$ cat src/hdl/lsei_pkg.sv
package lsei_pkg;

	localparam int COORD_WIDTH = 16;
	localparam int HALF_W      = COORD_WIDTH + 2;
	localparam int DIFF_W      = HALF_W + 1;
	localparam int PROD_W      = 2 * DIFF_W;
	localparam int CROSS_W     = PROD_W + 1;
	localparam int N_CORNER    = 4;
	localparam int N_CROSS     = 12;
	localparam int APB_DATA_W  = 32;
	localparam int APB_ADDR_W  = 4;

	typedef enum logic [1:0] {
		KIND_CIRCLE   = 2'd0,
		KIND_TRIANGLE = 2'd1,
		KIND_RECT     = 2'd2,
		KIND_OTHER    = 2'd3
	} kind_t;

	typedef enum logic [1:0] {
		REG_START_X = 2'd0,
		REG_START_Y = 2'd1,
		REG_END_X   = 2'd2,
		REG_END_Y   = 2'd3
	} reg_idx_t;

	typedef enum logic [1:0] {
		ORI_COL = 2'd0,
		ORI_CW  = 2'd1,
		ORI_CCW = 2'd2
	} ori_t;

	typedef logic signed [COORD_WIDTH-1:0] coord_t;
	typedef logic signed [HALF_W-1:0]      hcoord_t;
	typedef logic signed [DIFF_W-1:0]      diff_t;
	typedef logic signed [PROD_W-1:0]      prod_t;
	typedef logic signed [CROSS_W-1:0]     cross_t;

	// points in half units
	typedef struct packed {
		hcoord_t x;
		hcoord_t y;
	} point_t;

	typedef struct packed {
		point_t s;
		point_t e;
	} line_t;

	typedef struct packed {
		point_t a;
		point_t b;
		point_t c;
		point_t d;
		logic   is_rect;
	} corners_t;

	// cross product in quarter units truncates to zero inside (-4, 4)
	localparam cross_t CROSS_POS_MIN = CROSS_W'(4);
	localparam cross_t CROSS_NEG_MAX = -CROSS_POS_MIN;

endpackage

$ cat src/hdl/lsei_shape_if.sv
interface lsei_shape_if;
	logic                                valid;
	logic                                ready;
	logic [1:0]                          shape_kind;
	logic signed [lsei_pkg::COORD_WIDTH-1:0] centre_x;
	logic signed [lsei_pkg::COORD_WIDTH-1:0] centre_y;
	logic [lsei_pkg::COORD_WIDTH-1:0]    shape_width;
	logic [lsei_pkg::COORD_WIDTH-1:0]    shape_height;

	modport source (
		output valid, shape_kind, centre_x, centre_y, shape_width, shape_height,
		input  ready
	);
	modport sink (
		input  valid, shape_kind, centre_x, centre_y, shape_width, shape_height,
		output ready
	);
endinterface

$ cat src/hdl/lsei_geom.sv
module lsei_geom (
	input  logic               clk,
	input  logic               arst_n,
	lsei_shape_if.sink         shape,
	input  logic               ready_i,
	output logic               valid_o,
	output lsei_pkg::corners_t corners_o
);
	localparam int W  = lsei_pkg::COORD_WIDTH;
	localparam int HW = lsei_pkg::HALF_W;

	logic               v_s1, v_s2;
	logic               is_rect_s1;
	lsei_pkg::coord_t   cx_s1, cy_s1;
	logic [W-1:0]       w_s1, h_s1;
	lsei_pkg::corners_t corners_s2, corners_nx;
	logic               adv1, adv2, keep;
	lsei_pkg::hcoord_t  cx2, cy2, hw, hh, left, right, top, bot;

	assign adv2        = !v_s2 || ready_i;
	assign adv1        = !v_s1 || adv2;
	assign shape.ready = adv1;
	assign keep        = (shape.shape_kind == lsei_pkg::KIND_TRIANGLE) ||
	                     (shape.shape_kind == lsei_pkg::KIND_RECT);

	always_ff @(posedge clk or negedge arst_n) begin
		if (!arst_n) begin
			v_s1 <= 1'b0;
		end else if (adv1) begin
			v_s1 <= shape.valid && keep;
		end
	end

	always_ff @(posedge clk) begin
		if (adv1 && shape.valid) begin
			is_rect_s1 <= (shape.shape_kind == lsei_pkg::KIND_RECT);
			cx_s1      <= shape.centre_x;
			cy_s1      <= shape.centre_y;
			w_s1       <= shape.shape_width;
			h_s1       <= shape.shape_height;
		end
	end

	always_comb begin
		cx2   = {{(HW-W-1){cx_s1[W-1]}}, cx_s1, 1'b0};
		cy2   = {{(HW-W-1){cy_s1[W-1]}}, cy_s1, 1'b0};
		hw    = {{(HW-W){1'b0}}, w_s1};
		hh    = {{(HW-W){1'b0}}, h_s1};
		left  = cx2 - hw;
		right = cx2 + hw;
		top   = cy2 + hh;
		bot   = cy2 - hh;

		corners_nx.b.x     = left;
		corners_nx.b.y     = bot;
		corners_nx.c.x     = right;
		corners_nx.c.y     = bot;
		corners_nx.a.x     = is_rect_s1 ? left : cx2;
		corners_nx.a.y     = top;
		// triangle: fourth corner folds onto the apex, its edge is masked later
		corners_nx.d.x     = is_rect_s1 ? right : cx2;
		corners_nx.d.y     = top;
		corners_nx.is_rect = is_rect_s1;
	end

	always_ff @(posedge clk or negedge arst_n) begin
		if (!arst_n) begin
			v_s2 <= 1'b0;
		end else if (adv2) begin
			v_s2 <= v_s1;
		end
	end

	always_ff @(posedge clk) begin
		if (adv2 && v_s1) begin
			corners_s2 <= corners_nx;
		end
	end

	assign valid_o   = v_s2;
	assign corners_o = corners_s2;

	a_drop_kind: assert property (@(posedge clk) disable iff (!arst_n)
		shape.valid && shape.ready && !keep |=> !v_s1)
		else $error("circle or other shape entered the pipeline");

	a_no_wrap: assert property (@(posedge clk) disable iff (!arst_n)
		v_s2 |-> ($signed(corners_s2.a.y) >= $signed(corners_s2.b.y)) &&
		         ($signed(corners_s2.c.x) >= $signed(corners_s2.b.x)))
		else $error("corner coordinate wrapped");

	a_advance: assert property (@(posedge clk) disable iff (!arst_n)
		v_s1 && adv2 |=> v_s2)
		else $error("shape lost between input and corner stage");

	a_hold: assert property (@(posedge clk) disable iff (!arst_n)
		v_s2 && !ready_i |=> v_s2 && $stable(corners_s2))
		else $error("corner stage changed while stalled");

endmodule

$ cat src/flat_wrapper.sv
// flat-port wrapper written by rule: the top's interface ports become plain ports
module lsei_geom_flat 
  (clk, arst_n, ready_i, valid_o, corners_o, shape_valid, shape_shape_kind, shape_centre_x, shape_centre_y, shape_shape_width, shape_shape_height, shape_ready);
  lsei_shape_if shape_i ();
  input  logic clk;
  input  logic arst_n;
  input  logic ready_i;
  output logic valid_o;
  output lsei_pkg::corners_t corners_o;
  input wire logic [$bits(shape_i.valid)-1:0] shape_valid;
  input wire logic [$bits(shape_i.shape_kind)-1:0] shape_shape_kind;
  input wire logic [$bits(shape_i.centre_x)-1:0] shape_centre_x;
  input wire logic [$bits(shape_i.centre_y)-1:0] shape_centre_y;
  input wire logic [$bits(shape_i.shape_width)-1:0] shape_shape_width;
  input wire logic [$bits(shape_i.shape_height)-1:0] shape_shape_height;
  output wire logic [$bits(shape_i.ready)-1:0] shape_ready;
  assign shape_i.valid = shape_valid;
  assign shape_i.shape_kind = shape_shape_kind;
  assign shape_i.centre_x = shape_centre_x;
  assign shape_i.centre_y = shape_centre_y;
  assign shape_i.shape_width = shape_shape_width;
  assign shape_i.shape_height = shape_shape_height;
  assign shape_ready = shape_i.ready;
  lsei_geom u_core (.clk(clk), .arst_n(arst_n), .shape(shape_i), .ready_i(ready_i), .valid_o(valid_o), .corners_o(corners_o));
endmodule
$ cat config.mk
export PLATFORM = sky130hd
export DESIGN_NAME = lsei_geom_flat
export DESIGN_NICKNAME = d
export VERILOG_FILES = /design/src/hdl/lsei_pkg.sv /design/src/hdl/lsei_shape_if.sv /design/src/hdl/lsei_geom.sv /design/src/flat_wrapper.sv
export SDC_FILE = /design/constraint.sdc
export NUM_CORES = 1
export LEC_CHECK = 0
export BUFFER_PORTS_ARGS = -buffer_cell sky130_fd_sc_hd__buf_2
export CAP_MARGIN = 5
export CORE_MARGIN = 2
export CORE_UTILIZATION = 32
export DETAILED_ROUTE_END_ITERATION = 10
export GPL_ROUTABILITY_DRIVEN = 0
export PLACE_DENSITY = 0.55
export SLEW_MARGIN = 20
export SYNTH_ARGS = -nofsm -noshare
export SYNTH_HDL_FRONTEND = slang
export SYNTH_SLANG_ARGS = --single-unit
$ cat constraint.sdc
create_clock -name clk -period 3.9 [get_ports clk]
set_clock_uncertainty 0.15 [all_clocks]
set_input_delay 0.195 -clock clk [delete_from_list [all_inputs] [get_ports clk]]
set_output_delay 0.195 -clock clk [all_outputs]
set_load 0.1 [all_outputs]
==> flow_summary.json <==
{
  "outcome": "completed",
  "max_slew_margin_pct": 38.61,
  "start_kind": "flop",
  "postSynthAreaPerCell_um2": 12.66,
  "wl_per_cell_um": 15.43,
  "cts-root-buf": "clkbuf_16",
  "min_period_over_period_pct": 79.21,
  "syn_area_um2": 8925,
  "stdcell_count": 1340,
  "cts_tree": "yes",
  "fin_ws_ps": 810.9,
  "clk_latency_ps": 440,
  "grt_pass1_wl_um": 31610,
  "initial_utilization_pct": 32.30,
  "grt_usage_pct": 14.37,
  "slowest_stage": "edfxtp_1",
  "dieArea_um2": 29240,
  "crit_chain": "ha_1 > fa_1 > nor2b_1 > o21ai_0 > and2_1 > o21ai_0 > o41ai_1 > xor2_1 > mux2_2",
  "clock-sinks": 173,
  "power_mw": 6.447,
  "crit_type": "flop to flop",
  "final_util_pct": 41.39,
  "min_path_cells": 2,
  "p_sw_mw": 2.631,
  "cp_top_family": "compound AO/OA/AOI/OAI gates",
  "path_buf_inv": 0,
  "dr.first_iter.drc_count": 343,
  "num_vias": 5969,
  "ctsHoldBuffers": 71,
  "viasPerCell": 4.454,
  "antenna_found_initial": 2,
  "final_cell_mix": "216 x buf_2, 171 x edfxtp_1, 71 x dlygate4sd3_1, 64 x inv_1, 61 x ha_1",
  "grt_start_max_net_pins": 66,
  "fp-row-count": 61,
  "final_common_cell": "buf_2",
  "fin_tns_setup_ps": 0,
  "period_needed_ps": 3089,
  "post-place-ws_ps": 784.7,
  "hold_viol_final": 0,
  "routed_wl_um": 20680,
  "crit_required_ps": 3930,
  "path_max_fanout": 4,
  "design_area_um2": 11440,
  "core-area_um2": 27630,
  "drive_above_1_share_pct": 29.24,
  "ir_drop_mv": 0.3477,
  "p_per_area_nw_per_um2": 563.8,
  "path_clk_slew_ps": 70,
  "arrival_ps": 3120,
  "critPathCaptureType": "flop",
  "reg2reg_to": "u_core.corners_o[34]",
  "nFillCells": 2623,
  "drt_pass1_iterations": 4,
  "p_seq_share_pct": 37.3,
  "fmax_ghz": 0.3237,
  "power.share.clock_pct": 27.7,
  "synth_warnings": 0,
  "r2r_slack_ps": 810,
  "grt_pass1_vias": 5931,
  "port_buffers": 216,
  "ant_nets": 0,
  "power_frac_comb_pct": 35.0,
  "p_sw_share_pct": 40.80,
  "clk_path_buf_depth": 2,
  "worst_pin_slew_ps": 920.8,
  "r2r_start": "u_core.cx_s1[0]",
  "ctsResizeCount": 0,
  "dp.cells": 1236,
  "hold_path.startpoint": "shape_centre_y[1]",
  "reg2regPathDepth": 9,
  "ios": 217,
  "maxCapViolCount": 0,
  "layout.nets": 1083,
  "power_leakage_nw": 4.732,
  "areaGrowthSynthToFinish_pct": 28.14,
  "hold_path_end": "u_core.cy_s1[1]",
  "h-tree-depth": 4,
  "cts-buffers-inserted": 17,
  "hp-class": "input port to flop",
  "post_cts_buffers": 0,
  "detailed_place_hpwl_um": 14970,
  "synthesis.nets": 840,
  "hold_ws_ps": 312.9,
  "synthFlopType": "edfxtp_1",
  "path_common_cell": "o21ai_0",
  "die_width_um": 171.0,
  "ys_seq_elements": 173,
  "cp.depth": 9,
  "synth_cell_types": 55,
  "async_reset_ff_share_pct": 1.156,
  "gr-total-overflow": 0,
  "internal_power_mw": 3.817,
  "synth_edf_count": 171,
  "rsz0062_at_grt": "false",
  "die_y_um": 171.0,
  "maxSlewViolCount": 0,
  "setup_viol": 0,
  "synth_cells": 705,
  "place_area_um2": 10110,
  "slowest_delay_ps": 450,
  "drc": 0,
  "yosysSeqAreaShare_pct": 58.10
}
## worst reg2reg max path: cells and delay by family (launching register included)
kind                     cells  cell delay (ps)
flip-flops                   1              450
XOR/XNOR                     1              140
adder cells (fa/ha/maj)      2              660
multiplexers                 1              290
AO/OA/AOI/OAI                3              800
AND/OR/NAND/NOR              2              340
## area by class of cell
class | count | area, um2 | area share (%)
antenna | 1 | 2.502 | 0.02188
timing repair buffer | 289 | 1819 | 15.91
clock inverter | 14 | 183.9 | 1.608
clock buffer | 18 | 429.2 | 3.753
sequential | 173 | 5185 | 45.34
multi-input combinational | 402 | 3099 | 27.10
inverter | 65 | 244.0 | 2.133
tap | 378 | 473.0 | 4.136
## power by group through the flow
stage	combinational [mW]	sequential (mW)	clock [mW]
after CTS	2.27	2.41	1.85
after global placement	2.20	2.45	0
after floorplan	0.991	3.33	0
after detailed placement	2.21	2.44	0
final	2.26	2.40	1.79
after global routing	2.37	2.43	1.93
## cells in the mapped netlist (7+ instances only)
cell type | instances | area, um2
edfxtp_1 | 171 | 5135
inv_1 | 64 | 240.2
ha_1 | 61 | 763.2
nor2_1 | 47 | 176.4
a21oi_1 | 46 | 230.2
xnor2_1 | 43 | 376.6
buf_4 | 39 | 292.8
mux2_2 | 25 | 281.5
o21ai_0 | 21 | 105.1
clkbuf_1 | 20 | 75.07
nand2_1 | 19 | 71.32
a21o_1 | 15 | 112.6
xor2_1 | 14 | 122.6
o21bai_1 | 11 | 82.58
nand2b_1 | 10 | 62.56
o31ai_1 | 10 | 75.07
nand3_1 | 7 | 35.03
nor3_1 | 7 | 35.03
## cell families after synthesis
logic type	Yosys count	synth area share [%]
adder cells (fa/ha/maj)	65	9.449
AO/OA/AOI/OAI	140	10.30
AND/OR/NAND/NOR	114	6.056
multiplexers	26	3.267
buffers and inverters	130	7.234
XOR/XNOR	57	5.594
flip-flops	173	58.10
## sequential cells by signal, summed over array words and instances (netlist names)
register,cells
u_core.cy_s1,16
u_core.is_rect_s1,1
u_core.valid_o,1
u_core.cx_s1,16
u_core.h_s1,16
u_core.w_s1,16
u_core.corners_o,106
u_core.v_s1,1
## worst max-delay path by stage
| stage | endpoint | startpoint |
|---|---|---|
| CTS | u_core.corners_o[34] | u_core.cx_s1[0] |
| global route | u_core.corners_o[34] | u_core.cx_s1[0] |
| floorplan | u_core.cx_s1[0] | u_core.valid_o |
| detailed placement | u_core.corners_o[34] | u_core.cx_s1[0] |
| finish | u_core.corners_o[34] | u_core.cx_s1[0] |
| global placement | u_core.corners_o[34] | u_core.cx_s1[0] |
## per-layer routing
| metal | wire length, um | track usage [%] |
|---|---|---|
| met5 | 12 | 0 |
| met1 | 8863 | 17.12 |
| met2 | 10180 | 24.49 |
| met4 | 446 | 5.637 |
| met3 | 1179 | 4.118 |
Note: power is estimated with default switching activity, not from simulation.
