### src/hdl/lsei_pkg.sv
package lsei_pkg;

	localparam int COORD_WIDTH = 16;
	localparam int HALF_W      = COORD_WIDTH + 2;
	localparam int DIFF_W      = HALF_W + 1;
	localparam int PROD_W      = 2 * DIFF_W;
	localparam int CROSS_W     = PROD_W + 1;
	localparam int N_CORNER    = 4;
	localparam int N_CROSS     = 12;
	localparam int APB_DATA_W  = 32;
	localparam int APB_ADDR_W  = 4;

	typedef enum logic [1:0] {
		KIND_CIRCLE   = 2'd0,
		KIND_TRIANGLE = 2'd1,
		KIND_RECT     = 2'd2,
		KIND_OTHER    = 2'd3
	} kind_t;

	typedef enum logic [1:0] {
		REG_START_X = 2'd0,
		REG_START_Y = 2'd1,
		REG_END_X   = 2'd2,
		REG_END_Y   = 2'd3
	} reg_idx_t;

	typedef enum logic [1:0] {
		ORI_COL = 2'd0,
		ORI_CW  = 2'd1,
		ORI_CCW = 2'd2
	} ori_t;

	typedef logic signed [COORD_WIDTH-1:0] coord_t;
	typedef logic signed [HALF_W-1:0]      hcoord_t;
	typedef logic signed [DIFF_W-1:0]      diff_t;
	typedef logic signed [PROD_W-1:0]      prod_t;
	typedef logic signed [CROSS_W-1:0]     cross_t;

	// points in half units
	typedef struct packed {
		hcoord_t x;
		hcoord_t y;
	} point_t;

	typedef struct packed {
		point_t s;
		point_t e;
	} line_t;

	typedef struct packed {
		point_t a;
		point_t b;
		point_t c;
		point_t d;
		logic   is_rect;
	} corners_t;

	// cross product in quarter units truncates to zero inside (-4, 4)
	localparam cross_t CROSS_POS_MIN = CROSS_W'(4);
	localparam cross_t CROSS_NEG_MAX = -CROSS_POS_MIN;

endpackage

### src/hdl/lsei_result_if.sv
interface lsei_result_if;
	logic valid;
	logic ready;
	logic crosses_line;

	modport source (output valid, crosses_line, input ready);
	modport sink (input valid, crosses_line, output ready);
endinterface

### src/hdl/lsei_decide.sv
module lsei_decide (
	input  logic               clk,
	input  logic               arst_n,
	input  logic               valid_i,
	output logic               ready_o,
	input  lsei_pkg::corners_t corners_i,
	input  lsei_pkg::line_t    line,
	input  lsei_pkg::prod_t    m1_i [lsei_pkg::N_CROSS],
	input  lsei_pkg::prod_t    m2_i [lsei_pkg::N_CROSS],
	lsei_result_if.source      result
);
	localparam int NC = lsei_pkg::N_CROSS;
	localparam int NK = lsei_pkg::N_CORNER;

	function automatic lsei_pkg::ori_t orient(input lsei_pkg::cross_t c);
		lsei_pkg::ori_t o;
		if (c >= lsei_pkg::CROSS_POS_MIN)
			o = lsei_pkg::ORI_CW;
		else if (c <= lsei_pkg::CROSS_NEG_MAX)
			o = lsei_pkg::ORI_CCW;
		else
			o = lsei_pkg::ORI_COL;
		return o;
	endfunction

	// q inside the box spanned by p and r
	function automatic logic between(input lsei_pkg::point_t p, input lsei_pkg::point_t q,
	                                 input lsei_pkg::point_t r);
		lsei_pkg::hcoord_t xlo, xhi, ylo, yhi;
		xlo = ($signed(p.x) < $signed(r.x)) ? p.x : r.x;
		xhi = ($signed(p.x) < $signed(r.x)) ? r.x : p.x;
		ylo = ($signed(p.y) < $signed(r.y)) ? p.y : r.y;
		yhi = ($signed(p.y) < $signed(r.y)) ? r.y : p.y;
		return ($signed(q.x) <= $signed(xhi)) && ($signed(q.x) >= $signed(xlo)) &&
		       ($signed(q.y) <= $signed(yhi)) && ($signed(q.y) >= $signed(ylo));
	endfunction

	lsei_pkg::cross_t cr  [NC];
	lsei_pkg::ori_t   ori [NC];
	lsei_pkg::point_t ep  [NK];
	lsei_pkg::point_t eq  [NK];
	lsei_pkg::ori_t   o1  [NK];
	lsei_pkg::ori_t   o2  [NK];
	logic [NK-1:0]    edge_hit;
	logic             hit;
	logic             v_q, hit_q;

	assign ready_o = !v_q || result.ready;

	always_comb begin
		for (int i = 0; i < NC; i++) begin
			cr[i]  = $signed({m1_i[i][lsei_pkg::PROD_W-1], m1_i[i]}) -
			         $signed({m2_i[i][lsei_pkg::PROD_W-1], m2_i[i]});
			ori[i] = orient(cr[i]);
		end
	end

	assign ep[0] = corners_i.a;
	assign eq[0] = corners_i.b;
	assign ep[1] = corners_i.b;
	assign eq[1] = corners_i.c;
	assign ep[2] = corners_i.c;
	assign eq[2] = corners_i.d;
	assign ep[3] = corners_i.d;
	assign eq[3] = corners_i.a;

	assign o1[0] = ori[0];
	assign o2[0] = ori[1];
	assign o1[1] = ori[1];
	assign o2[1] = ori[2];
	assign o1[2] = ori[2];
	assign o2[2] = ori[3];
	assign o1[3] = ori[3];
	assign o2[3] = ori[0];

	always_comb begin
		for (int e = 0; e < NK; e++) begin
			edge_hit[e] = ((o1[e] != o2[e]) && (ori[4+2*e] != ori[5+2*e])) ||
			              ((o1[e] == lsei_pkg::ORI_COL) && between(line.s, ep[e], line.e)) ||
			              ((o2[e] == lsei_pkg::ORI_COL) && between(line.s, eq[e], line.e)) ||
			              ((ori[4+2*e] == lsei_pkg::ORI_COL) && between(ep[e], line.s, eq[e])) ||
			              ((ori[5+2*e] == lsei_pkg::ORI_COL) && between(ep[e], line.e, eq[e]));
		end
		// closing edge d-a exists only on a rectangle
		hit = edge_hit[0] || edge_hit[1] || edge_hit[2] || (edge_hit[3] && corners_i.is_rect);
	end

	always_ff @(posedge clk or negedge arst_n) begin
		if (!arst_n) begin
			v_q <= 1'b0;
		end else if (ready_o) begin
			v_q <= valid_i;
		end
	end

	always_ff @(posedge clk) begin
		if (ready_o && valid_i) begin
			hit_q <= hit;
		end
	end

	assign result.valid        = v_q;
	assign result.crosses_line = hit_q;

endmodule

### src/flat_wrapper.sv
// flat-port wrapper written by rule: the top's interface ports become plain ports
module lsei_decide_flat 
  (clk, arst_n, valid_i, ready_o, corners_i, line, m1_i, m2_i, result_valid, result_crosses_line, result_ready);
  lsei_result_if result_i ();
  input  logic clk;
  input  logic arst_n;
  input  logic valid_i;
  output logic ready_o;
  input  lsei_pkg::corners_t corners_i;
  input  lsei_pkg::line_t line;
  input  lsei_pkg::prod_t m1_i[lsei_pkg::N_CROSS];
  input  lsei_pkg::prod_t m2_i[lsei_pkg::N_CROSS];
  output wire logic [$bits(result_i.valid)-1:0] result_valid;
  output wire logic [$bits(result_i.crosses_line)-1:0] result_crosses_line;
  input wire logic [$bits(result_i.ready)-1:0] result_ready;
  assign result_valid = result_i.valid;
  assign result_crosses_line = result_i.crosses_line;
  assign result_i.ready = result_ready;
  lsei_decide u_core (.clk(clk), .arst_n(arst_n), .valid_i(valid_i), .ready_o(ready_o), .corners_i(corners_i), .line(line), .m1_i(m1_i), .m2_i(m2_i), .result(result_i));
endmodule
### config.mk
export PLATFORM = sky130hd
export DESIGN_NAME = lsei_decide_flat
export DESIGN_NICKNAME = d
export VERILOG_FILES = /design/src/hdl/lsei_pkg.sv /design/src/hdl/lsei_result_if.sv /design/src/hdl/lsei_decide.sv /design/src/flat_wrapper.sv
export SDC_FILE = /design/constraint.sdc
export NUM_CORES = 2
export LEC_CHECK = 0
export ABC_CLOCK_PERIOD_IN_PS = 940
export BUFFER_PORTS_ARGS = -buffer_cell sky130_fd_sc_hd__buf_2
export CORE_AREA = 2 2 442 444
export DETAILED_ROUTE_END_ITERATION = 12
export DIE_AREA = 0 0 444 446
export PLACE_DENSITY = 0.48
export SLEW_MARGIN = 15
export SYNTH_ARGS = -nofsm -noshare
export SYNTH_HDL_FRONTEND = slang
export SYNTH_SLANG_ARGS = --single-unit
### constraint.sdc
create_clock -name clk -period 0.94 [get_ports clk]
set_input_delay 0.188 -clock clk [delete_from_list [all_inputs] [get_ports clk]]
set_output_delay 0.188 -clock clk [all_outputs]
set_load 0.05 [all_outputs]
==> impl_results.md <==
* Outcome: complete, but fails checks
* Failing checks: negative setup slack
* Worst Path Arrival at 6270 ps
* Number of synthesized flops with an enable pin at 1
* Post-synthesis compound-gate area fraction at 28.8%
* Largest fanout on the critical path at 3
* Critical Path RT at 920 ps
* Area of the mapped netlist at 0.0615 mm2
* Relative slew slack at between 20 and 25%
* Number of global-route vias before repair at 84200
* Fillers at roughly 20000
* Syn Nets at between 10000 and 15000
* Area leader, netlist: ha_1
* Port bufs at 1135
* Seq cells post-synth at 2
* Clock buffer depth at 2
* Residual DRC count at 0
* Max-cap violation count at 0
* DP Area at ~0.094 mm2
* Fin. Hold Viols at 0
* Shortest period the worst path allows at 6290 ps
* WS Path Type: in -> reg
* Initial antenna violation count at 119
* Peak VDD IR at 0.391 mV
* Area share of fa/ha/maj cells after synthesis at 30.5%
* Syn_area_per_cell at ~7 um2
* Clk sink count at 2
* Class of the most critical hold timing path: in -> reg
* Die area at between 0.15 and 0.2 mm2
* Die H at ~450 um
* Unrepaired setup endpoints after global routing: yes
* Final nets at between 15000 and 20000
* Slew Viols, Final at 0
* Leakage at 51.2 nW
* Vias/cell at 5.50
* Setup slack after layout at -5350 ps
* Slowest CP cell: or4_1
* Pwr Total at 76.1 mW
* DRT Wirelength at 370000 um
* Storage cell area at around 56 um2
* Reg clk slew, reported paths at 40 ps
* Sw Ratio at 50.8%
* Pre-antenna DRT Iters at 6
* Final instance area at 0.0949 mm2
* Startpoint types: input port
* PD cells at 802 mW/mm2
* Syn Inst Count at between 8000 and 9000
* Ys Warns at 0
* DP HPWL at 332000 um
* Seq/Total Area, Yosys at 0.0895%
* Multi-input gate area at between 0.05 and 0.06 mm2
* Synth Area in XOR/XNOR at roughly 4.7%
* Core ar. at 0.194 mm2
* Sequential power share at 0.2%
* Worst Max-Slew Pin Slew at around 1100 ps
* Layout cells sized above 1 at 35.8%
* FP Rows at between 150 and 200
* Largest net degree at the start of global routing at 23
* Top cell type's share of synthesized area at roughly 30%
* FMAX at 159 MHz
* Final setup vio count at 5
* Clk pwr share at 1.0%
* WL per Instance at 24.1 um
* Post-synthesis mux area share at 6.36%
* Final period utilization at 669%
* Vias post-DR at 84500
* Setup TNS at -6120 ps
* P&R area growth vs syn at 54.3%
* Synth top area cells: ha_1, a21oi_1, mux2i_1
* Final ANT Viol Nets at 0
* Power Internal at 37.4 mW
* Synth async-reset ratio at 50.0%
* Num CTS Buffers at 3
* DR iter-0 viols at 5487
* Unique masters post-synth at 103
* Initial Util at 31.8%
* Ports at ~1100
* Synth Area in Simple Gates at 22.9%
* CTS H-tree depth at 1
* Most common cell on crit path: a21o_1
* P_sw at just under 40 mW
* Main combinational cell family by area after synthesis: adder cells
* Dpl ws at -6550 ps
* Final Wtd Congestion at ~1.0
* GRT overflow at 0
* Total GRT Usage at a little over a third
* First-pass GRT wire length at 534000 um
* Die width at between 400 and 500 um
* Highest cell delay on the worst timing path at 510 ps
* TritonCTS clock tree: done
* Ys flop type: edfxtp_1
* Clock Latency Late Sink at 250 ps
* Setup Skew at 6.08 ps
* Clk root buf: clkbuf_16
* CP Capture Type: register
* Combinational group share of total power at 98.8%
-- metal layers --
metal	share of wire, %	track usage (%)	wire (um)	up-vias
li1	-	-	-	41000
met1	40	41.3	148000	39900
met2	47	60.6	172000	2772
met3	4.8	3.59	17900	788
met4	8.4	26.9	31200	38
met5	0.070	0	260	-
-- final timing paths --
kind | to | start | cells after the start | slack [ps]
worst max-delay path | u_core.result.crosses_line | corners_i[2] | 33 | -5350
worst min-delay path | u_core.result.valid | valid_i | 2 | 160
worst max register to register | u_core.result.crosses_line | u_core.result.valid | 3 | -130
worst min register to register | u_core.result.valid | u_core.result.valid | 3 | 660
max in group asynchronous | u_core.result.valid | arst_n | 2 | 550
min in group asynchronous | u_core.result.valid | arst_n | 2 | 290
-- sequential cells by signal, summed over array words and instances, names as in the netlist --
| name | cells |
|---|---|
| u_core.result.crosses_line | 1 |
| u_core.result.valid | 1 |
-- stage by stage --
| step | instances | util [%] | hold slack [ps] |
|---|---|---|---|
| 3_5_place_dp | 15300 | 48.4 | -30.9 |
| 5_1_grt | 15400 | 49.0 | 179 |
| 2_1_floorplan | 8655 | - | -108 |
| 4_1_cts | 15300 | 48.9 | 153 |
| 6_report | 15400 | 49.0 | 158 |
| 3_3_place_gp | 15300 | 48.4 | -35.7 |
-- cells in the mapped netlist (19+ instances only) --
cell and count:
nand4b_1 26, a211o_1 23, xor2_1 129, and2_1 71, nand4_1 321, and3_1 75
a21o_1 422, and4_1 62, o22ai_1 32, o221ai_1 27, nand2_1 600, a2111oi_0 52
nor2_1 516, nor2b_1 146, nand2b_1 125, inv_1 834, nor4_1 109, nor4b_1 19
o21a_1 94, o21ai_0 465, a21boi_0 30, o21bai_1 57, a211oi_1 132, xnor2_1 204
or3_1 68, a221oi_1 38, o2111ai_1 45, clkbuf_1 225, a31oi_1 76, a21oi_1 749
or2_2 36, a311oi_1 22, mux2i_1 374, nand3b_1 23, nor3_1 202, o311ai_0 24
o211ai_1 108, nand3_1 172, nor3b_1 24, a31o_2 22, or4_1 32, ha_1 1474
o31ai_1 41
-- layout by cell type, fill, tap and decap left out, types with 75 or more instances in the layout --
cell	instances
inv_1	833
nor2_1	512
buf_2	1131
nor4_1	108
nor2b_1	146
nor3_1	198
diode_2	81
a211oi_1	121
xor2_1	129
a21oi_1	734
nand2_1	599
o21ai_0	442
a21o_1	422
buf_4	3164
ha_1	1470
and3_1	75
nand2b_1	124
nand3_1	172
xnor2_1	204
o21a_1	93
o211ai_1	108
mux2i_1	346
nand4_1	321
-- repair_timing --
| item | in CTS | in global routing |
|---|---|---|
| setup endpoints to repair | 5 | 5 |
| hold buffers | 1 | 0 |
| setup buffers | 30 | 5 |
| pin swaps | 70 | 6 |
| endpoints found under the hold margin | 1 | 0 |
| gates resized for setup | 144 | 18 |
-- cell families (layout without fill, tap and decap cells) --
kind of cell,count (synthesis),count (layout)
compound gates,2682,2682
simple gates,2679,2679
fa+ha+maj,1494,1494
buf+inv,1076,5177
mux,389,389
xor+xnor,333,333
flops,2,2
other cells,0,81
-- power groups by stage --
stage	sequential [mW]	combinational, mW	clock [mW]
detailed placement	0.119	72.8	0
global route	0.119	81.7	0.777
global placement	0.119	71.9	0
CTS	0.118	74.2	0.797
finish	0.119	75.2	0.771
floorplan	0.150	35.0	0
-- final cells by class --
cell class	count	area share (%)
tap	2542	3.35
inverter	834	3.30
sequential	2	0.0593
clock buffer	4	0.0831
timing repair buffer	4339	31.8
antenna	81	0.214
multi-input combinational	7577	61.2
-- worst max-delay path: cells and delay by family --
family / cells / cell delay, ps
and+or+nand+nor: 9 / 1640
AOI/OAI and AO/OA: 19 / 3560
buffers and inverters: 2 / 180
adders and majority gates: 2 / 460
muxes: 1 / 250
Note: power is estimated with default switching activity, not from simulation.
