[config.mk]
export PLATFORM = sky130hd
export DESIGN_NAME = lsei_cfg
export DESIGN_NICKNAME = d
export VERILOG_FILES = /design/src/hdl/lsei_pkg.sv /design/src/hdl/lsei_cfg.sv
export SDC_FILE = /design/constraint.sdc
export NUM_CORES = 1
export LEC_CHECK = 0
export BUFFER_PORTS_ARGS = -buffer_cell sky130_fd_sc_hd__buf_4
export CELL_PAD_IN_SITES_DETAIL_PLACEMENT = 1
export CELL_PAD_IN_SITES_GLOBAL_PLACEMENT = 1
export CORE_MARGIN = 2
export CORE_UTILIZATION = 39
export DETAILED_ROUTE_END_ITERATION = 8
export PLACE_DENSITY = 0.95
export SLEW_MARGIN = 20
export SYNTH_ARGS = -nofsm -noshare
export SYNTH_HDL_FRONTEND = slang
export SYNTH_SLANG_ARGS = --single-unit
[constraint.sdc]
create_clock -name clk -period 4.9 [get_ports clk]
set_clock_uncertainty 0.2 [all_clocks]
set_input_delay 0.98 -clock clk [delete_from_list [all_inputs] [get_ports clk]]
set_output_delay 0.98 -clock clk [all_outputs]
set_load 0.01 [all_outputs]
[src/hdl/lsei_pkg.sv]
package lsei_pkg;

	localparam int COORD_WIDTH = 16;
	localparam int HALF_W      = COORD_WIDTH + 2;
	localparam int DIFF_W      = HALF_W + 1;
	localparam int PROD_W      = 2 * DIFF_W;
	localparam int CROSS_W     = PROD_W + 1;
	localparam int N_CORNER    = 4;
	localparam int N_CROSS     = 12;
	localparam int APB_DATA_W  = 32;
	localparam int APB_ADDR_W  = 4;

	typedef enum logic [1:0] {
		KIND_CIRCLE   = 2'd0,
		KIND_TRIANGLE = 2'd1,
		KIND_RECT     = 2'd2,
		KIND_OTHER    = 2'd3
	} kind_t;

	typedef enum logic [1:0] {
		REG_START_X = 2'd0,
		REG_START_Y = 2'd1,
		REG_END_X   = 2'd2,
		REG_END_Y   = 2'd3
	} reg_idx_t;

	typedef enum logic [1:0] {
		ORI_COL = 2'd0,
		ORI_CW  = 2'd1,
		ORI_CCW = 2'd2
	} ori_t;

	typedef logic signed [COORD_WIDTH-1:0] coord_t;
	typedef logic signed [HALF_W-1:0]      hcoord_t;
	typedef logic signed [DIFF_W-1:0]      diff_t;
	typedef logic signed [PROD_W-1:0]      prod_t;
	typedef logic signed [CROSS_W-1:0]     cross_t;

	// points in half units
	typedef struct packed {
		hcoord_t x;
		hcoord_t y;
	} point_t;

	typedef struct packed {
		point_t s;
		point_t e;
	} line_t;

	typedef struct packed {
		point_t a;
		point_t b;
		point_t c;
		point_t d;
		logic   is_rect;
	} corners_t;

	// cross product in quarter units truncates to zero inside (-4, 4)
	localparam cross_t CROSS_POS_MIN = CROSS_W'(4);
	localparam cross_t CROSS_NEG_MAX = -CROSS_POS_MIN;

endpackage

[src/hdl/lsei_cfg.sv]
module lsei_cfg (
	input  logic                                clk,
	input  logic                                arst_n,
	input  logic                                psel,
	input  logic                                penable,
	input  logic                                pwrite,
	input  logic [lsei_pkg::APB_ADDR_W-1:0]     paddr,
	input  logic [lsei_pkg::APB_DATA_W-1:0]     pwdata,
	output logic [lsei_pkg::APB_DATA_W-1:0]     prdata,
	output logic                                pready,
	output lsei_pkg::line_t                     line
);
	localparam int W = lsei_pkg::COORD_WIDTH;

	lsei_pkg::coord_t   start_x_q, start_y_q, end_x_q, end_y_q;
	lsei_pkg::coord_t   rd_val;
	lsei_pkg::reg_idx_t idx;
	logic               wr_en;

	assign pready = 1'b1;
	assign idx    = lsei_pkg::reg_idx_t'(paddr[lsei_pkg::APB_ADDR_W-1:2]);
	assign wr_en  = psel && penable && pwrite && pready;

	always_ff @(posedge clk or negedge arst_n) begin
		if (!arst_n) begin
			start_x_q <= '0;
			start_y_q <= '0;
			end_x_q   <= '0;
			end_y_q   <= '0;
		end else if (wr_en) begin
			unique case (idx)
				lsei_pkg::REG_START_X: start_x_q <= pwdata[W-1:0];
				lsei_pkg::REG_START_Y: start_y_q <= pwdata[W-1:0];
				lsei_pkg::REG_END_X:   end_x_q   <= pwdata[W-1:0];
				lsei_pkg::REG_END_Y:   end_y_q   <= pwdata[W-1:0];
			endcase
		end
	end

	always_comb begin
		unique case (idx)
			lsei_pkg::REG_START_X: rd_val = start_x_q;
			lsei_pkg::REG_START_Y: rd_val = start_y_q;
			lsei_pkg::REG_END_X:   rd_val = end_x_q;
			lsei_pkg::REG_END_Y:   rd_val = end_y_q;
		endcase
	end

	assign prdata = {{(lsei_pkg::APB_DATA_W-W){rd_val[W-1]}}, rd_val};

	// whole units to half units
	assign line.s.x = {{(lsei_pkg::HALF_W-W-1){start_x_q[W-1]}}, start_x_q, 1'b0};
	assign line.s.y = {{(lsei_pkg::HALF_W-W-1){start_y_q[W-1]}}, start_y_q, 1'b0};
	assign line.e.x = {{(lsei_pkg::HALF_W-W-1){end_x_q[W-1]}}, end_x_q, 1'b0};
	assign line.e.y = {{(lsei_pkg::HALF_W-W-1){end_y_q[W-1]}}, end_y_q, 1'b0};

endmodule

==> impl_metrics.ini, run 1 <==
[critical_path]
path_max_fanout = 19
worst-endpoint-arrival_ns = 2.45
crit_top_cell = buf_4
critPathKind = in2out
crit_path_cell_trace = buf_4 > mux4_1 > buf_4
slowest_stage = mux4_1
critPathLaunchType = input pin
worst_setup_path_end_kind = output pin
cp_data_required_time_ns = 3.72
reg2reg_depth = 1
cpPeakStageDelay_ns = 0.86

[timing]
hold_viol_final = 0
slew_headroom_pct = 26.94
holdWs_ns = 0.3371
rsz0062_at_grt = no
worst_pin_slew_ns = 1.096
setup_viol = 0
fin_crit_sh_pct = 74.16
fin_crit_ns = 3.634
clock.fmax_mhz = 275.2
finalMaxSlewViolations = 0
tns_ns = 0

[detailed_routing]
first_pass_iters = 4
wl_met1_um = 3043
avgRoutedWirePerCell_um = 19.45
drtIter0Drc = 28
wl_met2_um = 4102
routed_wl_um = 7702
vias = 2017
postRouteAntennaNets = 0
highest_layer = met4
drc = 0
vias_per_cell = 5.093
wl_met3_um = 478

[synth]
synthCells = 188
synth_edf_count = 0
synth_top_cell_by_area = dfrtp_1
avgSynthCellArea_sq_um = 16.31
async_reset_ff_share_pct = 100.0
syn_area_sq_um = 3065
yosysMostFrequentCell = dfrtp_1
synth_area_leaders = dfrtp_1 (52%), mux2_2 (20%), mux4_2 (8.1%)
yosysTopAreaCellShare_pct = 52.24
yosysSeqAreaShare_pct = 52.24
synth_warnings = 0
synth_common_cells = dfrtp_1 (64), mux2_2 (54), buf_4 (27)
yosys_register_bits = 64
synth_cell_types = 18
synthFlopType = dfrtp_1

[clock_tree]
htreeDepth = 3
clk_latency_ns = 0.33
cts_resized = 0
cts_buffers = 9
clk_path_buf_depth = 2
cts.clk_slew.worst_paths_ns = 0.06
cts_setup_buffers = 0
cts_root_buf = clkbuf_8
holdBufCountCts = 0
cts_tree = yes
cts_sinks = 64

[power_and_ir_drop]
power.density_nw_per_um2 = 467.2
power.internal_w = 0.001322
p_leak_nw = 1.977
pwr-share-seq_pct = 39.8
clock_power_share_pct = 24.2
p_switching_w = 0.0005704
p_sw_share_pct = 30.14
ir_drop_v = 0.0001901
p_comb_share_pct = 36.0

[die]
row_count = 32
dieArea_sq_um = 8585
start_util_pct = 39.88
core-area_sq_um = 7687
fp.dieH_um = 92.66
io_pins = 146
die_x_um = 92.66

[finish]
syn_to_final_growth_pct = 32.12
drive_above_1_share_pct = 72.79
nNetsFinal = 330
num-fill-cells = 782
diodes = 0

[placement]
hpwl_um = 5191
io_buffers = 122
gp_congestion = 0.7021

[hold_path]
hp-class = reg2reg
min_delay_path_depth = 1

[grt]
grt_pass1_vias = 2131
grt_pass1_wl_um = 11990
grt_max_degree = 65
antenna_found_initial = 0
grt_usage_pct = 18.63
grt_overflow = 0

[run]
cap_violations = 0

[status]
status = complete, no violations
[kinds of logic after synthesis]
| logic type | Yosys count | synth area share (%) |
|---|---|---|
| buf+inv | 36 | 9.101 |
| flops | 64 | 52.25 |
| mux | 80 | 37.10 |
| other cells | 2 | 0.2450 |
| simple gates | 6 | 1.307 |
[worst paths after layout]
| check | from | end | slack (ns) |
|---|---|---|---|
| min in group asynchronous | arst_n | start_y_q[4]$_DFFE_PN0P_ | 0.54 |
| min | start_x_q[1]$_DFFE_PN0P_ | start_x_q[1]$_DFFE_PN0P_ | 0.34 |
| max in group asynchronous | arst_n | start_y_q[13]$_DFFE_PN0P_ | 3.42 |
| min reg2reg | start_x_q[1]$_DFFE_PN0P_ | start_x_q[1]$_DFFE_PN0P_ | 0.34 |
| max | paddr[2] | prdata[27] | 1.27 |
| max reg2reg | end_x_q[1]$_DFFE_PN0P_ | end_x_q[1]$_DFFE_PN0P_ | 3.90 |
[layout by cell type, fill, tap and decap left out]
| master | netlist | layout |
|---|---|---|
| buf_4 | 27 | 122 |
| or2_1 | 1 | 1 |
| mux4_2 | 11 | 11 |
| nand4_1 | 1 | 1 |
| dfrtp_1 | 64 | 64 |
| clkinv_2 | 0 | 2 |
| conb_1 | 2 | 5 |
| nor2_2 | 1 | 1 |
| mux2_4 | 10 | 10 |
| clkbuf_1 | 1 | 2 |
| mux2_2 | 54 | 54 |
| clkbuf_8 | 0 | 11 |
| bufinv_16 | 0 | 1 |
| mux4_1 | 5 | 5 |
| or3_1 | 1 | 1 |
| inv_2 | 1 | 1 |
| nand3_1 | 1 | 1 |
| nor3_4 | 0 | 1 |
[through the flow]
step / total power (W) / worst slack [ns] / area [sq um] / std cells / util (%)
detailed placement: 0.001453 / 1.243 / 3851 / 380 / 50.10
floorplan: 0.001110 / 1.577 / 3077 / 191 / -
global placement: 0.001420 / 1.280 / 3851 / 380 / 50.10
finish: 0.001892 / 1.266 / 4050 / 396 / 52.69
CTS: 0.001923 / 1.244 / 4050 / 396 / 52.69
global route: 0.001994 / 1.174 / 4050 / 396 / 52.69
[power groups by stage]
stage	logic (W)	clock network (W)	registers, W
final	0.000681	0.000458	0.000753
after global routing	0.000725	0.000497	0.000772
after CTS	0.000693	0.000475	0.000755
after detailed placement	0.000691	0	0.000762
after global placement	0.000669	0	0.000751
after floorplan	0.000313	0	0.000797
[sequential cells by signal, indices dropped and copies added, names as in the netlist]
register   cells
start_y_q     16
end_y_q       16
start_x_q     16
end_x_q       16
[routing by layer]
layer | vias up | track usage (%)
met5 | - | 0
li1 | 856 | -
met4 | 0 | 6.985
met2 | 85 | 33.52
met3 | 7 | 4.394
met1 | 1069 | 21.56
[layout make-up]
cell class              instances  area (sq um)  area share (%)
clock buffers                  13         158.9           3.923
clock inverters                 3         40.04          0.9886
inverters                       1         3.754         0.09268
multi-input cells              91          1202           29.69
flip-flops and latches         64          1602           39.54
well taps                     102         127.6           3.151
repair buffers                122         915.9           22.61
[critical path, delay by kind of cell]
family | cells | cell delay [ns]
muxes | 1 | 0.86
buffers and inverters | 2 | 0.61
(Power assumes the default switching activity.)
==> run 2: changes to the inputs <==
--- a/config.mk
+++ b/config.mk
@@ -5,13 +5,14 @@
 export SDC_FILE = /design/constraint.sdc
 export NUM_CORES = 1
 export LEC_CHECK = 0
+export ABC_AREA = 1
 export BUFFER_PORTS_ARGS = -buffer_cell sky130_fd_sc_hd__buf_4
 export CELL_PAD_IN_SITES_DETAIL_PLACEMENT = 1
 export CELL_PAD_IN_SITES_GLOBAL_PLACEMENT = 1
 export CORE_MARGIN = 2
-export CORE_UTILIZATION = 39
+export CORE_UTILIZATION = 30
 export DETAILED_ROUTE_END_ITERATION = 8
-export PLACE_DENSITY = 0.95
+export PLACE_DENSITY = 0.88
 export SLEW_MARGIN = 20
 export SYNTH_ARGS = -nofsm -noshare
 export SYNTH_HDL_FRONTEND = slang
==> constraint.sdc (replaced) <==
create_clock -name clk -period 3.1 [get_ports clk]
set_clock_uncertainty 0.2 [all_clocks]
set_input_delay 0.62 -clock clk [delete_from_list [all_inputs] [get_ports clk]]
set_output_delay 0.62 -clock clk [all_outputs]
set_load 0.01 [all_outputs]
==> run 2 against run 1 <==
Die area is 38% higher. First-iteration DRC count increased to 7.5 times the previous value. Via count grew 56%. Final cell count up 63%. Synthesized cell count up 110%. Register-to-register slack worse by 1.7 ns. Hold slack worse by 0.14 ns. Cell area rose by 6.1%. Critical path type unchanged. Critical endpoint is now prdata[15]. Largest power group unchanged. Highest routed layer unchanged.
==> impl_metrics.ini, run 2 <==
[status]
status = complete, no violations

[finish]
multi_input_area_sq_um = 1320
register_area_sq_um = 1602
nNetsFinal = 541
layout_commonest_cell = nand2_1
num-fill-cells = 1365
diodes = 0
mostFrequentLayoutCells = nand2_1 (208), buf_4 (126), dfrtp_1 (64)
drive_above_1_share_pct = 32.08
syn_to_final_growth_pct = 30.68
design_area_sq_um = 4295

[timing]
rsz0062_at_grt = no
finalMaxSlewViolations = 0
clock.fmax_mhz = 361.9
setup_slack_ns = 0.3367
hold_viol_final = 0
setup_viol = 0
fin_crit_sh_pct = 89.14
fin_crit_ns = 2.763
slew_headroom_pct = 42.75
worst_pin_slew_ns = 0.8588
tns_ns = 0

[synth]
syn_area_sq_um = 3287
synth_warnings = 0
synthCells = 404
async_reset_ff_share_pct = 100.0
synth_area_leaders = dfrtp_1 (49%), nand2_1 (24%), nand3_1 (7.3%)
synthAdderAreaFrac_pct = 0
synth_top_family_by_area = simple AND/OR/NAND/NOR gates
yosysSeqAreaShare_pct = 48.72
synth_edf_count = 0
synthFlopType = dfrtp_1
yosys_register_bits = 64
synth_compound_area_share_pct = 0
yosysMostFrequentCell = nand2_1
synth-xor-area-share_pct = 0
synth.mux.area_fraction_pct = 0
synth_cell_types = 17
synth_top_cell_by_area = dfrtp_1
synth_common_cells = nand2_1 (208), dfrtp_1 (64), nand3_1 (48)
yosys.area_share.simple_pct = 39.59
avgSynthCellArea_sq_um = 8.136
yosysTopAreaCellShare_pct = 48.72

[clock_tree]
htreeDepth = 3
clk_path_buf_depth = 2
cts.clk_slew.worst_paths_ns = 0.09
holdBufCountCts = 0
clk_latency_ns = 0.33
cts_resized = 0
cts_tree = yes
cts_buffers = 9
cts_sinks = 64
cts_root_buf = clkbuf_8
cts_setup_buffers = 0

[critical_path]
critPathKind = in2out
path_max_fanout = 21
cp_data_required_time_ns = 2.28
r2r_end = end_y_q[10]$_DFFE_PN0P_
r2r_start = end_y_q[10]$_DFFE_PN0P_
worst_setup_path_end_kind = output pin
reg2reg_depth = 2
r2r_setup_slack_ns = 2.23
cp-startpoint = paddr[3]
critPathLaunchType = input pin
worst-endpoint-arrival_ns = 1.94

[detailed_routing]
postRouteAntennaNets = 0
routed_wl_um = 11060
vias_per_cell = 4.878
drtIter0Drc = 211
vias = 3146
avgRoutedWirePerCell_um = 17.15
first_pass_iters = 4
drc = 0

[power_and_ir_drop]
p_leak_nw = 2.353
ir_drop_v = 0.0002677
power.density_nw_per_um2 = 664.2

[placement]
gp_congestion = 0.7557
pre_cts_slack_ns = 0.3439
placed_area_sq_um = 4075
hpwl_um = 7524
io_buffers = 122

[die]
fp.dieH_um = 108.7
io_pins = 146
row_count = 38
core-area_sq_um = 10750
die_x_um = 108.7
start_util_pct = 30.59
dieArea_sq_um = 11810

[grt]
grt_usage_pct = 19.30
antenna_found_initial = 0
grt_pass1_vias = 3266
grt_pass1_wl_um = 17340
grt_max_degree = 65
grt_overflow = 0

[run]
cap_violations = 0

[hold_path]
hp-class = in2async
[run 2: cell types whose count changed after synthesis, moves of 7 or more]
cell | previous run | this run
nand3_1 | 1 | 48
mux4_2 | 11 | 0
mux2_4 | 10 | 0
mux2_2 | 54 | 0
nand4_1 | 1 | 16
buf_6 | 3 | 10
nand2_1 | 0 | 208
[run 2: area by class of cell]
cell class                 instances  share of cell area, %
inverter                           6                 0.7574
tap                              140                  4.078
timing repair buffer             126                  22.02
clock buffer                       9                  2.884
multi-input combinational        293                  30.73
clock inverter                     7                  2.243
sequential                        64                  37.29
[run 2: stage by stage]
stage / total power, W / std cells / utilization, % / hold WS [ns]
global placement: 0.002040 / 629 / 37.93 / 0.2830
detailed placement: 0.002084 / 629 / 37.93 / 0.2924
CTS: 0.002892 / 645 / 39.97 / 0.2179
finish: 0.002853 / 645 / 39.97 / 0.2021
global route: 0.003026 / 645 / 39.97 / 0.2567
floorplan: 0.001594 / 407 / - / 0.1244
[run 2: metal layers]
layer	share of wire, %	global-route usage, %	up-vias
met5	0	0	-
met4	1.3	6.319	0
met3	6.4	3.347	19
met2	49	32.01	126
met1	43	25.59	1558
li1	-	-	1443
[run 2: logic make-up after synthesis]
kind of cell,after synthesis
AND/OR/NAND/NOR,288
buffers and inverters,50
flip-flops,64
other,2
[run 2: power by group]
part / internal, W / leakage [nW] / total [W] / switching, W
clock network: 0.000453 / 0.101 / 0.000798 / 0.000345
logic: 0.000438 / 1.44 / 0.000890 / 0.000452
registers: 0.00101 / 0.813 / 0.00117 / 0.000159
total: 0.00190 / 2.35 / 0.00285 / 0.000957
[run 2: critical path, cell delays in order]
cell and delay, ns:
buf_4 0.22, nor2_4 0.54, nand2_1 0.10, nand4_1 0.10, buf_4 0.20, buf_4 0.15
[run 2: worst max path at each step]
stage / to / slack, ns / cells after the start
global placement: prdata[22] / 0.36 / 6
finish: prdata[15] / 0.34 / 6
global route: prdata[30] / 0.19 / 6
CTS: prdata[15] / 0.34 / 6
detailed placement: prdata[15] / 0.34 / 6
floorplan: prdata[16] / 0.46 / 6
==> run 3: changes to the inputs <==
--- a/config.mk
+++ b/config.mk
@@ -5,12 +5,11 @@
 export SDC_FILE = /design/constraint.sdc
 export NUM_CORES = 1
 export LEC_CHECK = 0
-export ABC_AREA = 1
 export BUFFER_PORTS_ARGS = -buffer_cell sky130_fd_sc_hd__buf_4
 export CELL_PAD_IN_SITES_DETAIL_PLACEMENT = 1
 export CELL_PAD_IN_SITES_GLOBAL_PLACEMENT = 1
 export CORE_MARGIN = 2
-export CORE_UTILIZATION = 30
+export CORE_UTILIZATION = 33
 export DETAILED_ROUTE_END_ITERATION = 8
 export PLACE_DENSITY = 0.88
 export SLEW_MARGIN = 20
==> run 3 against run 2 <==
Flip-flop and latch count unchanged. Routed wire length decreased by 31%. Hold slack got worse by 0.028 ns. Largest power group unchanged. Die area decreased by 15%. Sequential power about the same.
==> impl_metrics.ini, run 3 (synthesis gave the netlist of run 1 again) <==
[status]
status = complete, no violations

[detailed_routing]
vias_per_cell = 4.871
first_pass_iters = 4
routed_wl_um = 7651
drtIter0Drc = 41
avgRoutedWirePerCell_um = 18.57
postRouteAntennaNets = 0
drc = 0
vias = 2007

[timing]
rsz0062_at_grt = no
slew_headroom_pct = 40.87
tns_ns = 0
fin_crit_sh_pct = 87.99
finalMaxSlewViolations = 0
holdWs_ns = 0.1742
fin_crit_ns = 2.728
setup_viol = 0
worst_pin_slew_ns = 0.8869
clock.fmax_mhz = 366.6
hold_viol_final = 0

[die]
core-area_sq_um = 9109
io_pins = 146
fp.dieH_um = 100.4
row_count = 35
start_util_pct = 33.65
die_x_um = 100.4
dieArea_sq_um = 10080

[clock_tree]
cts_root_buf = clkbuf_8
cts_tree = yes
htreeDepth = 3
cts.clk_slew.worst_paths_ns = 0.08
cts_sinks = 64
holdBufCountCts = 0
cts_buffers = 9
clk_path_buf_depth = 2
clk_latency_ns = 0.33
cts_resized = 0
cts_setup_buffers = 0

[finish]
layout_commonest_cell = buf_4
drive_above_1_share_pct = 74.09
syn_to_final_growth_pct = 35.22
mostFrequentLayoutCells = buf_4 (129), dfrtp_1 (64), mux2_2 (54)
diodes = 0
nNetsFinal = 337

[critical_path]
reg2reg_depth = 1
r2r_start = end_x_q[15]$_DFFE_PN0P_
critPathKind = in2out
cp_num_buf_inv = 2
slowest_stage = mux4_1
crit_cells = 3
worst-endpoint-arrival_ns = 1.91
critPathLaunchType = input pin
cpPeakStageDelay_ns = 0.82
worst_setup_path_end_kind = output pin
cp-startpoint = paddr[2]
crit_top_cell = buf_4
crit_path_cell_trace = buf_4 > mux4_1 > buf_4
path_delay_family = multiplexers
cp_data_required_time_ns = 2.28
path_max_fanout = 17

[grt]
grt_usage_pct = 15.82
grt_max_degree = 65
grt_pass1_vias = 2230
grtUsageMet2_pct = 28.08
antenna_found_initial = 0
grt_pass1_wl_um = 12090
busiest_layer = met2
grtUsageMet1_pct = 18.29
grt_overflow = 0
grt_use_met3_pct = 5.362

[placement]
io_buffers = 122
gp_congestion = 0.6860
hpwl_um = 5488

[power_and_ir_drop]
p_leak_nw = 2.017
ir_drop_v = 0.0003590
power.density_nw_per_um2 = 741.6

[run]
cap_violations = 0

[hold_path]
hp-class = in2async
-- run 3: area by class of cell --
cell class | count | area (sq um)
fillers | 960 | 4964
flip-flops and latches | 64 | 1602
multi-input cells | 91 | 1202
repair buffers | 129 | 968.4
well taps | 111 | 138.9
clock buffers | 10 | 137.6
clock inverters | 6 | 92.59
inverters | 1 | 3.754
-- run 3: metal layers --
metal / up-vias / share of wire, %
met3: 9 / 7.6
li1: 876 / -
met2: 92 / 51
met1: 1030 / 40
met5: - / 0
met4: 0 / 1.1
-- run 3: per-stage QoR --
stage	area (sq um)	worst slack, ns	instances	power, W	util (%)
finish	4145	0.3723	412	0.003074	45.51
global route	4145	0.2852	412	0.003245	45.51
CTS	4145	0.3416	412	0.003125	45.51
detailed placement	3915	0.3461	396	0.002294	42.98
global placement	3915	0.3593	396	0.002245	42.98
floorplan	3077	0.4972	191	0.001755	-
-- run 3: path summary, 6_finish.rpt --
check                                            to  slack (ns)
max                                      prdata[27]        0.37
min                          end_y_q[8]$_DFFE_PN0P_        0.17
max reg2reg                 end_x_q[15]$_DFFE_PN0P_        2.08
min reg2reg                start_x_q[3]$_DFFE_PN0P_        0.34
max in group asynchronous  start_x_q[1]$_DFFE_PN0P_        1.98
min in group clk           start_x_q[3]$_DFFE_PN0P_        0.34
-- run 3: power by group --
part	total (W)	switching [W]	internal [W]	leakage, nW
Combinational	0.00107	0.000422	0.000646	1.12
Clock	0.000814	0.000337	0.000477	0.109
Sequential	0.00119	0.000162	0.00103	0.785
Total	0.00307	0.000921	0.00215	2.02
